**config.mk**
```make
export PLATFORM = sky130hd
export DESIGN_NAME = encoder_to_servo_angle_stepper
export DESIGN_NICKNAME = d
export VERILOG_FILES = /design/src/sv/esas_pkg.sv /design/src/sv/esas_ctrl.sv /design/src/sv/esas_datapath.sv /design/src/sv/encoder_to_servo_angle_stepper.sv
export VERILOG_INCLUDE_DIRS = /design/src /design/src/sv
export SDC_FILE = /design/constraint.sdc
export NUM_CORES = 1
export LEC_CHECK = 0
export CAP_MARGIN = 40
export CORE_MARGIN = 2
export CORE_UTILIZATION = 36
export DETAILED_ROUTE_END_ITERATION = 6
export DONT_BUFFER_PORTS = 1
export PLACE_DENSITY = 0.54
export SLEW_MARGIN = 10
export SYNTH_ARGS = -nofsm -noshare
export SYNTH_HDL_FRONTEND = slang
export SYNTH_HIERARCHICAL = 1
export SYNTH_SLANG_ARGS = --single-unit
```
**constraint.sdc**
```tcl
create_clock -name clk -period 16.1 [get_ports clk]
set_clock_uncertainty 0.2 [all_clocks]
set_input_delay 1.61 -clock clk [delete_from_list [all_inputs] [get_ports clk]]
set_output_delay 1.61 -clock clk [all_outputs]
set_load 0.05 [all_outputs]
```
**src/sv/encoder_to_servo_angle_stepper_assert.svh**
```systemverilog
// ----------------------------------------------------------------------------
// Assertion macros for the encoder servo angle stepper.
// Each macro expands to one labeled concurrent assertion on clk, held off
// while rst is high.
// ----------------------------------------------------------------------------
`ifndef ENCODER_TO_SERVO_ANGLE_STEPPER_ASSERT_SVH
`define ENCODER_TO_SERVO_ANGLE_STEPPER_ASSERT_SVH

// The consequent must hold in the same cycle as the antecedent.
`define ESAS_ASSERT_SAME(name, ante, cons, msg) \
  name: assert property (@(posedge clk) disable iff (rst) (ante) |-> (cons)) \
    else $error(msg);

// The consequent must hold in the cycle after the antecedent.
`define ESAS_ASSERT_NEXT(name, ante, cons, msg) \
  name: assert property (@(posedge clk) disable iff (rst) (ante) |=> (cons)) \
    else $error(msg);

`endif

```
**src/sv/esas_pkg.sv**
```systemverilog
// ----------------------------------------------------------------------------
// esas_pkg
// Shared types and constants for the encoder servo angle stepper.
// ----------------------------------------------------------------------------
`default_nettype none

package esas_pkg;

  // Input word: command code and running encoder total.
  typedef struct packed {
    logic [1:0]         action;
    logic signed [31:0] enc_count;
  } in_word_t;

  // Output word: angle after the item and two flags.
  typedef struct packed {
    logic [7:0] servo_angle;
    logic       stepped;
    logic       baseline_taken;
  } out_word_t;

  // Command codes.
  localparam logic [1:0] ACT_UPDATE = 2'd0;
  localparam logic [1:0] ACT_REBASE = 2'd1;
  localparam logic [1:0] ACT_INIT   = 2'd2;

  // Configuration register indexes.
  localparam logic [2:0] CFG_MIN_ANGLE       = 3'd0;
  localparam logic [2:0] CFG_MAX_ANGLE       = 3'd1;
  localparam logic [2:0] CFG_CENTER_ANGLE    = 3'd2;
  localparam logic [2:0] CFG_ANGLE_STEP      = 3'd3;
  localparam logic [2:0] CFG_COUNTS_PER_STEP = 3'd4;

  // Configuration reset values.
  localparam logic [7:0] RST_MIN_ANGLE       = 8'd30;
  localparam logic [7:0] RST_MAX_ANGLE       = 8'd150;
  localparam logic [7:0] RST_CENTER_ANGLE    = 8'd90;
  localparam logic [7:0] RST_ANGLE_STEP      = 8'd5;
  localparam logic [7:0] RST_COUNTS_PER_STEP = 8'd5;

  // Width of the divided magnitude; one quotient bit per divider step.
  localparam int DIV_BITS = 16;
  localparam int CNT_W    = $clog2(DIV_BITS);

  typedef struct packed {
    logic [7:0] min_angle;
    logic [7:0] max_angle;
    logic [7:0] center_angle;
    logic [7:0] angle_step;
    logic [7:0] counts_per_step;
  } cfg_t;

  // Controller to datapath.
  typedef struct packed {
    logic latch;     // capture the accepted input word
    logic prep;      // form the delta and sum, or apply a non-update command
    logic div_step;  // one restoring division step
    logic scale;     // quotient times angle step
    logic apply;     // new angle, clamp, remainder write-back
    logic load_out;  // move the result into the output register
  } cmd_t;

  // Datapath to controller.
  typedef struct packed {
    logic need_div;  // update with a valid baseline
    logic out_free;  // output register can take a word this cycle
  } status_t;

  typedef enum logic [2:0] {
    ST_IDLE,
    ST_PREP,
    ST_DIV,
    ST_SCALE,
    ST_APPLY,
    ST_DONE
  } state_t;

endpackage

`default_nettype wire

```
**src/sv/esas_ctrl.sv**
```systemverilog
// ----------------------------------------------------------------------------
// esas_ctrl
// Sequencer for one item: prepare, divide bit by bit, scale, apply, deliver.
// ----------------------------------------------------------------------------
`default_nettype none

`include "encoder_to_servo_angle_stepper_assert.svh"

module esas_ctrl
  import esas_pkg::*;
(
  input  wire logic    clk,
  input  wire logic    rst,
  input  wire logic    in_valid,
  output logic         in_stall,
  input  wire status_t st,
  output cmd_t         cmd
);

  state_t           state, state_next;
  logic [CNT_W-1:0] cnt, cnt_next;

  always_ff @(posedge clk) begin
    if (rst) begin
      state <= ST_IDLE;
      cnt   <= '0;
    end else begin
      state <= state_next;
      cnt   <= cnt_next;
    end
  end

  always_comb begin
    state_next = state;
    cnt_next   = cnt;
    cmd        = '0;
    in_stall   = 1'b1;
    case (state)
      ST_IDLE: begin
        in_stall = 1'b0;
        if (in_valid) begin
          cmd.latch  = 1'b1;
          state_next = ST_PREP;
        end
      end
      ST_PREP: begin
        cmd.prep   = 1'b1;
        cnt_next   = '0;
        state_next = st.need_div ? ST_DIV : ST_DONE;
      end
      ST_DIV: begin
        cmd.div_step = 1'b1;
        cnt_next     = cnt + 1'b1;
        if (cnt == CNT_W'(DIV_BITS - 1)) begin
          state_next = ST_SCALE;
        end
      end
      ST_SCALE: begin
        cmd.scale  = 1'b1;
        state_next = ST_APPLY;
      end
      ST_APPLY: begin
        cmd.apply  = 1'b1;
        state_next = ST_DONE;
      end
      ST_DONE: begin
        if (st.out_free) begin
          cmd.load_out = 1'b1;
          state_next   = ST_IDLE;
        end
      end
      default: begin
        state_next = ST_IDLE;
      end
    endcase
  end

  `ESAS_ASSERT_NEXT(a_accept_prep, in_valid && !in_stall, state == ST_PREP,
                    "accepted word did not enter preparation")
  `ESAS_ASSERT_NEXT(a_div_length, state == ST_DIV && cnt == CNT_W'(DIV_BITS - 1),
                    state == ST_SCALE, "division did not end after its last step")
  `ESAS_ASSERT_SAME(a_load_free, cmd.load_out, st.out_free,
                    "output loaded while the previous word was still held")
  `ESAS_ASSERT_NEXT(a_short_path, state == ST_PREP && !st.need_div,
                    state == ST_DONE, "command without division did not finish")

endmodule

`default_nettype wire

```
**src/sv/esas_datapath.sv**
```systemverilog
// ----------------------------------------------------------------------------
// esas_datapath
// Angle state, remainder, restoring divider, scaler, clamp and output register.
// ----------------------------------------------------------------------------
`default_nettype none

module esas_datapath
  import esas_pkg::*;
(
  input  wire logic     clk,
  input  wire logic     rst,
  input  wire cfg_t     cfg,
  input  wire in_word_t in_data,
  input  wire cmd_t     cmd,
  output status_t       st,
  output logic          out_valid,
  input  wire logic     out_stall,
  output out_word_t     out_data
);

  in_word_t             item;
  logic [15:0]          last_low;     // only the low half feeds the wrapped delta
  logic                 base_valid;
  logic signed [8:0]    remainder;    // magnitude stays below the divisor
  logic [7:0]           angle;
  logic                 neg;
  logic [7:0]           divisor;
  logic [DIV_BITS-1:0]  dvd;
  logic [7:0]           part_rem;
  logic [23:0]          prod;
  logic                 q_nonzero;
  logic                 changed;
  logic                 baseline;

  logic [15:0]          d16;
  logic signed [16:0]   sum;
  logic [16:0]          sum_mag;
  logic [8:0]           trial;
  logic                 fits;
  logic signed [25:0]   new_angle;
  logic [7:0]           clamped;

  assign st.need_div = (item.action == ACT_UPDATE) && base_valid;
  assign st.out_free = !out_valid || !out_stall;

  always_comb begin
    d16     = item.enc_count[15:0] - last_low;
    sum     = {{8{remainder[8]}}, remainder} + {d16[15], d16};
    sum_mag = sum[16] ? 17'(-sum) : 17'(sum);
    trial   = {part_rem, dvd[DIV_BITS-1]};
    fits    = trial >= {1'b0, divisor};
    if (neg) begin
      new_angle = $signed({18'd0, angle}) - $signed({2'd0, prod});
    end else begin
      new_angle = $signed({18'd0, angle}) + $signed({2'd0, prod});
    end
    if (new_angle < $signed({18'd0, cfg.min_angle})) begin
      clamped = cfg.min_angle;
    end else if (new_angle > $signed({18'd0, cfg.max_angle})) begin
      clamped = cfg.max_angle;
    end else begin
      clamped = new_angle[7:0];
    end
  end

  // Payload registers.
  always_ff @(posedge clk) begin
    if (cmd.latch) begin
      item <= in_data;
    end
    if (cmd.prep) begin
      neg      <= sum[16];
      dvd      <= sum_mag[DIV_BITS-1:0];
      part_rem <= '0;
      divisor  <= (cfg.counts_per_step == 8'd0) ? 8'd1 : cfg.counts_per_step;
      changed  <= 1'b0;
      baseline <= (item.action == ACT_UPDATE) && !base_valid;
    end
    if (cmd.div_step) begin
      part_rem <= fits ? 8'(trial - {1'b0, divisor}) : trial[7:0];
      dvd      <= {dvd[DIV_BITS-2:0], fits};
    end
    if (cmd.scale) begin
      prod      <= 24'(dvd) * 24'(cfg.angle_step);
      q_nonzero <= dvd != '0;
    end
    if (cmd.apply) begin
      changed <= q_nonzero;
    end
    if (cmd.load_out) begin
      out_data.servo_angle    <= angle;
      out_data.stepped        <= changed;
      out_data.baseline_taken <= baseline;
    end
  end

  // Architectural state and output valid.
  always_ff @(posedge clk) begin
    if (rst) begin
      last_low   <= '0;
      base_valid <= 1'b0;
      remainder  <= '0;
      angle      <= RST_CENTER_ANGLE;
      out_valid  <= 1'b0;
    end else begin
      if (cmd.prep) begin
        case (item.action)
          ACT_UPDATE: begin
            last_low   <= item.enc_count[15:0];
            base_valid <= 1'b1;
          end
          ACT_REBASE: begin
            remainder  <= '0;
            base_valid <= 1'b0;
          end
          ACT_INIT: begin
            remainder  <= '0;
            last_low   <= '0;
            base_valid <= 1'b0;
            angle      <= cfg.center_angle;
          end
          default: begin
          end
        endcase
      end
      if (cmd.apply) begin
        remainder <= neg ? -$signed({1'b0, part_rem}) : $signed({1'b0, part_rem});
        if (q_nonzero) begin
          angle <= clamped;
        end
      end
      if (cmd.load_out) begin
        out_valid <= 1'b1;
      end else if (!out_stall) begin
        out_valid <= 1'b0;
      end
    end
  end

endmodule

`default_nettype wire

```
**src/sv/encoder_to_servo_angle_stepper.sv**
```systemverilog
// Flow: an update word with a recorded baseline goes through preparation, the 16-step
// serial divider, scaling and apply; a baseline-only update, rebaseline, init or unused
// code goes from preparation straight to delivery. A new word is taken only after the
// last result reaches the output register; a stalled output holds the next result back.
// Reset (rst, synchronous, active high) restores register defaults, angle 90, no baseline.
// ----------------------------------------------------------------------------
// encoder_to_servo_angle_stepper
// Turns a running encoder total into stepped, clamped servo target angles.
// ----------------------------------------------------------------------------
`default_nettype none

module encoder_to_servo_angle_stepper
  import esas_pkg::*;
(
  input  wire logic       clk,
  input  wire logic       rst,
  // Input channel.
  input  wire logic       in_valid,
  output logic            in_stall,
  input  wire in_word_t   in_data,
  // Result channel.
  output logic            out_valid,
  input  wire logic       out_stall,
  output out_word_t       out_data,
  // Configuration write channel.
  input  wire logic       cfg_valid,
  output logic            cfg_ready,
  input  wire logic [2:0] cfg_index,
  input  wire logic [7:0] cfg_data
);

  // The configuration registers are always writable. The host must write them only while
  // no word is in flight; the block does not enforce it. The datapath reads them directly.
  cfg_t    cfg;
  cmd_t    cmd;
  status_t st;

  assign cfg_ready = 1'b1;

  always_ff @(posedge clk) begin
    if (rst) begin
      cfg.min_angle       <= RST_MIN_ANGLE;
      cfg.max_angle       <= RST_MAX_ANGLE;
      cfg.center_angle    <= RST_CENTER_ANGLE;
      cfg.angle_step      <= RST_ANGLE_STEP;
      cfg.counts_per_step <= RST_COUNTS_PER_STEP;
    end else if (cfg_valid && cfg_ready) begin
      // Indexes past the last register are accepted and dropped.
      case (cfg_index)
        CFG_MIN_ANGLE:       cfg.min_angle       <= cfg_data;
        CFG_MAX_ANGLE:       cfg.max_angle       <= cfg_data;
        CFG_CENTER_ANGLE:    cfg.center_angle    <= cfg_data;
        CFG_ANGLE_STEP:      cfg.angle_step      <= cfg_data;
        CFG_COUNTS_PER_STEP: cfg.counts_per_step <= cfg_data;
        default: begin
        end
      endcase
    end
  end

  // The controller accepts a word only when idle and walks it through the
  // preparation, division, scaling and apply steps. Commands other than a
  // full update skip straight from preparation to delivery.
  esas_ctrl u_ctrl (
    .clk      (clk),
    .rst      (rst),
    .in_valid (in_valid),
    .in_stall (in_stall),
    .st       (st),
    .cmd      (cmd)
  );

  // The datapath holds the angle, remainder and baseline state. The wrapped
  // delta is added to the remainder, and the sum's magnitude is divided by
  // counts_per_step one quotient bit per cycle. The quotient times angle_step
  // then moves the angle, which is clamped only when at least one step was
  // taken. The output register lets the next word enter while a result waits.
  esas_datapath u_datapath (
    .clk       (clk),
    .rst       (rst),
    .cfg       (cfg),
    .in_data   (in_data),
    .cmd       (cmd),
    .st        (st),
    .out_valid (out_valid),
    .out_stall (out_stall),
    .out_data  (out_data)
  );

endmodule

`default_nettype wire

```
==> impl_metrics.py <==
metrics = {
    "routing": {
        "via_count": 10900,
        "wl_mm": 33.3,
        "firstDrtPassIters": 5,
        "drc": 0,
        "detail_route.wl_per_cell_microns": 15.8,
        "drt_iter0_drc": 585,
        "drtAntennaViolNets": 0,
        "viasPerCell": 5.16,
    },
    "critical_path": {
        "startpoint": "cfg[12]$_SDFFE_PP0P_",
        "cp.required_ps": 16090,
        "worst_ep_arrival_time_ps": 5820,
        "path_max_fanout": 17,
        "setup.worst_path.end_class": "register",
        "worst_setup_path_start_kind": "register",
        "crit_type": "register to register",
        "r2r_start": "cfg[12]$_SDFFE_PP0P_",
    },
    "cts": {
        "ctsHtreeMaxLevel": 4,
        "cts_tree": "done",
        "clk_latency_ps": 450,
        "postCtsSetupRepairBufs": 0,
        "root_buffer": "clkbuf_16",
        "cts-resized-gates": 0,
        "cts_hold_buf": 0,
        "clk_pin_slew_ps": 80,
        "max-clock-path-buffers": 2,
        "numCtsBuffers": 17,
        "cts.sinks": 170,
    },
    "yosys": {
        "synth_top_flop_cell": "edfxtp_1",
        "yosysWarnings": 6,
        "netlist_instances": 1601,
        "async_reset_ff_frac": 0,
        "netlist-cell-type-count": 84,
        "synth_area_leaders": "edfxtp_1, fa_1, dfxtp_1",
        "synth.most_common_cell": "inv_1",
        "yosysTopAreaCellShare": 0.179,
        "netlist_area_sq_um": 14800,
        "avgSynthCellArea_sq_um": 9.23,
        "ys_seq_elements": 170,
        "synth_nets": 1861,
        "synth-edff-count": 88,
        "yosysTopAreaCell": "edfxtp_1",
        "synthTopCellsByCount": "inv_1, nor2_1, ha_1",
        "synth-seq-area-share": 0.290,
    },
    "finish": {
        "area_growth_pct": 7.48,
        "final_util": 0.391,
        "layout-drive-gt1-share": 0.0507,
        "fillerInstances": 4049,
        "antennaDiodeCount": 0,
        "multi_input_area_sq_um": 9460,
        "finalNetCount": 1824,
        "regArea_sq_um": 4280,
    },
    "place": {
        "pre_cts_slack_ps": 10240,
        "dp_hpwl_mm": 25.5,
        "io_buffer_count": 0,
        "gp_congestion": 0.842,
    },
    "floorplanning": {
        "die_width_microns": 207,
        "ioPinCount": 63,
        "start_util": 0.364,
        "die_area_sq_um": 42700,
        "core_sq_um": 40600,
        "chipHeight_microns": 207,
        "num_rows": 74,
    },
    "hold_path": {
        "min_from": "u_datapath/changed$_SDFFCE_PN0P_",
        "hp-class": "register to register",
    },
    "sta": {
        "fmax_mhz": 172,
        "worst_slew_pin_slew_ps": 803,
        "setup_viol": 0,
        "hold_violations": 0,
        "setup_ws_ps": 10270,
        "maxSlewHeadroom": 0.460,
        "period_share": 0.362,
        "rsz0062_at_grt": "false",
        "setup-tns-final_ps": 0,
        "post-route-min-period_ps": 5830,
        "finalMaxSlewViolations": 0,
    },
    "power": {
        "p_per_area_nw_per_um2": 112,
        "p_total_mw": 1.79,
        "ir_worst_vdd_v": 0.0000845,
        "p_leak_nw": 6.82,
    },
    "grt": {
        "grt_start_max_net_pins": 96,
        "grt_pass1_wl_mm": 55.4,
        "grt-ovfl-total": 0,
        "antenna_found_initial": 0,
        "grt_util_all_layers": 0.162,
        "grt_pass1_vias": 10700,
    },
    "status": {
        "status": "finished clean",
    },
    "job": {
        "drv_cap": 0,
    },
}
metal layers:
layer	part of all wire	routed length, microns	vias up	global-route usage
met5	0	0	-	0
met4	0.017	564	0	0.0426
met3	0.028	919	32	0.0289
met2	0.47	15500	149	0.267
met1	0.49	16300	5314	0.220
li1	-	-	5385	-
worst paths after layout:
check | endpoint | depth (start not counted) | slack (ps)
setup / recovery | u_datapath/prod[23]$_DFFE_PP_ | 18 | 10270
setup reg to reg | u_datapath/prod[23]$_DFFE_PP_ | 18 | 10270
hold / removal | u_datapath/out_data[1]$_DFFE_PP_ | 0 | 230
hold reg to reg | u_datapath/out_data[1]$_DFFE_PP_ | 0 | 230
state kept, by name (all words and copies together), names as in the netlist, 3 cells and up:
| register | flops |
|---|---|
| cfg | 40 |
| u_ctrl/cnt | 4 |
| u_ctrl/state | 3 |
| u_datapath/angle | 8 |
| u_datapath/divisor | 8 |
| u_datapath/dvd | 16 |
| u_datapath/item | 18 |
| u_datapath/last_low | 16 |
| u_datapath/out_data | 10 |
| u_datapath/part_rem | 8 |
| u_datapath/prod | 24 |
| u_datapath/remainder | 9 |
cells by family (layout without fill, tap and decap cells):
| logic type | count (synthesis) | in the layout | synth area share |
|---|---|---|---|
| AO/OA/AOI/OAI | 253 | 253 | 0.119 |
| XOR/XNOR | 79 | 79 | 0.0468 |
| adder cells (fa/ha/maj) | 210 | 210 | 0.223 |
| buffers and inverters | 265 | 241 | 0.0702 |
| flip-flops | 170 | 170 | 0.290 |
| multiplexers | 82 | 82 | 0.0571 |
| other | 1 | 1 | 0.000254 |
| AND/OR/NAND/NOR | 541 | 541 | 0.194 |
through the flow:
stage | cell area, sq um | hold slack (ps) | instances
6_report | 15900 | 231 | 2109
2_1_floorplan | 14800 | 200 | 1601
4_1_cts | 15900 | 237 | 2109
3_5_place_dp | 15300 | 218 | 2077
3_3_place_gp | 15200 | 209 | 2073
5_1_grt | 15900 | 239 | 2109
worst max-delay path: stages (launching register included):
cell,delay [ps]
dfxtp_1,780
nand2_1,170
fa_1,560
inv_1,50
fa_1,460
fa_1,540
inv_1,50
fa_1,530
inv_1,40
ha_1,310
or2_2,320
a21oi_1,160
a31oi_1,110
a211o_1,320
a31oi_1,250
nor2b_1,80
o21a_1,190
o41a_1,320
xnor2_1,130
area by class of cell:
| type | count | area share |
|---|---|---|
| clock buffers | 19 | 0.0292 |
| clock inverters | 13 | 0.00930 |
| inverters | 196 | 0.0463 |
| multi-input cells | 1166 | 0.596 |
| flip-flops and latches | 170 | 0.270 |
| well taps | 532 | 0.0419 |
| repair buffers | 13 | 0.00788 |
power by group:
part	switching, mW	internal [mW]	total (mW)
Clock	0.193	0.233	0.425
Sequential	0.0605	0.525	0.585
Combinational	0.429	0.346	0.775
layout by cell type, fill, tap and decap left out, types with 10 or more instances in the layout:
master / n
inv_1: 195
nor2_1: 126
ha_1: 121
nand2_1: 109
fa_1: 89
edfxtp_1: 88
dfxtp_1: 82
and2_1: 82
a21oi_1: 66
mux2i_1: 63
xnor2_1: 61
nand2b_1: 46
o21ai_0: 41
nor2b_1: 30
nor3_1: 26
nor3b_1: 20
nand3_1: 19
nor4_1: 19
clkbuf_16: 18
xor2_1: 18
mux2_2: 16
a21o_1: 14
a31oi_1: 12
buf_4: 11
o21a_1: 11
o211ai_1: 10
a22oi_1: 10
Note: power is estimated with default switching activity, not from simulation.
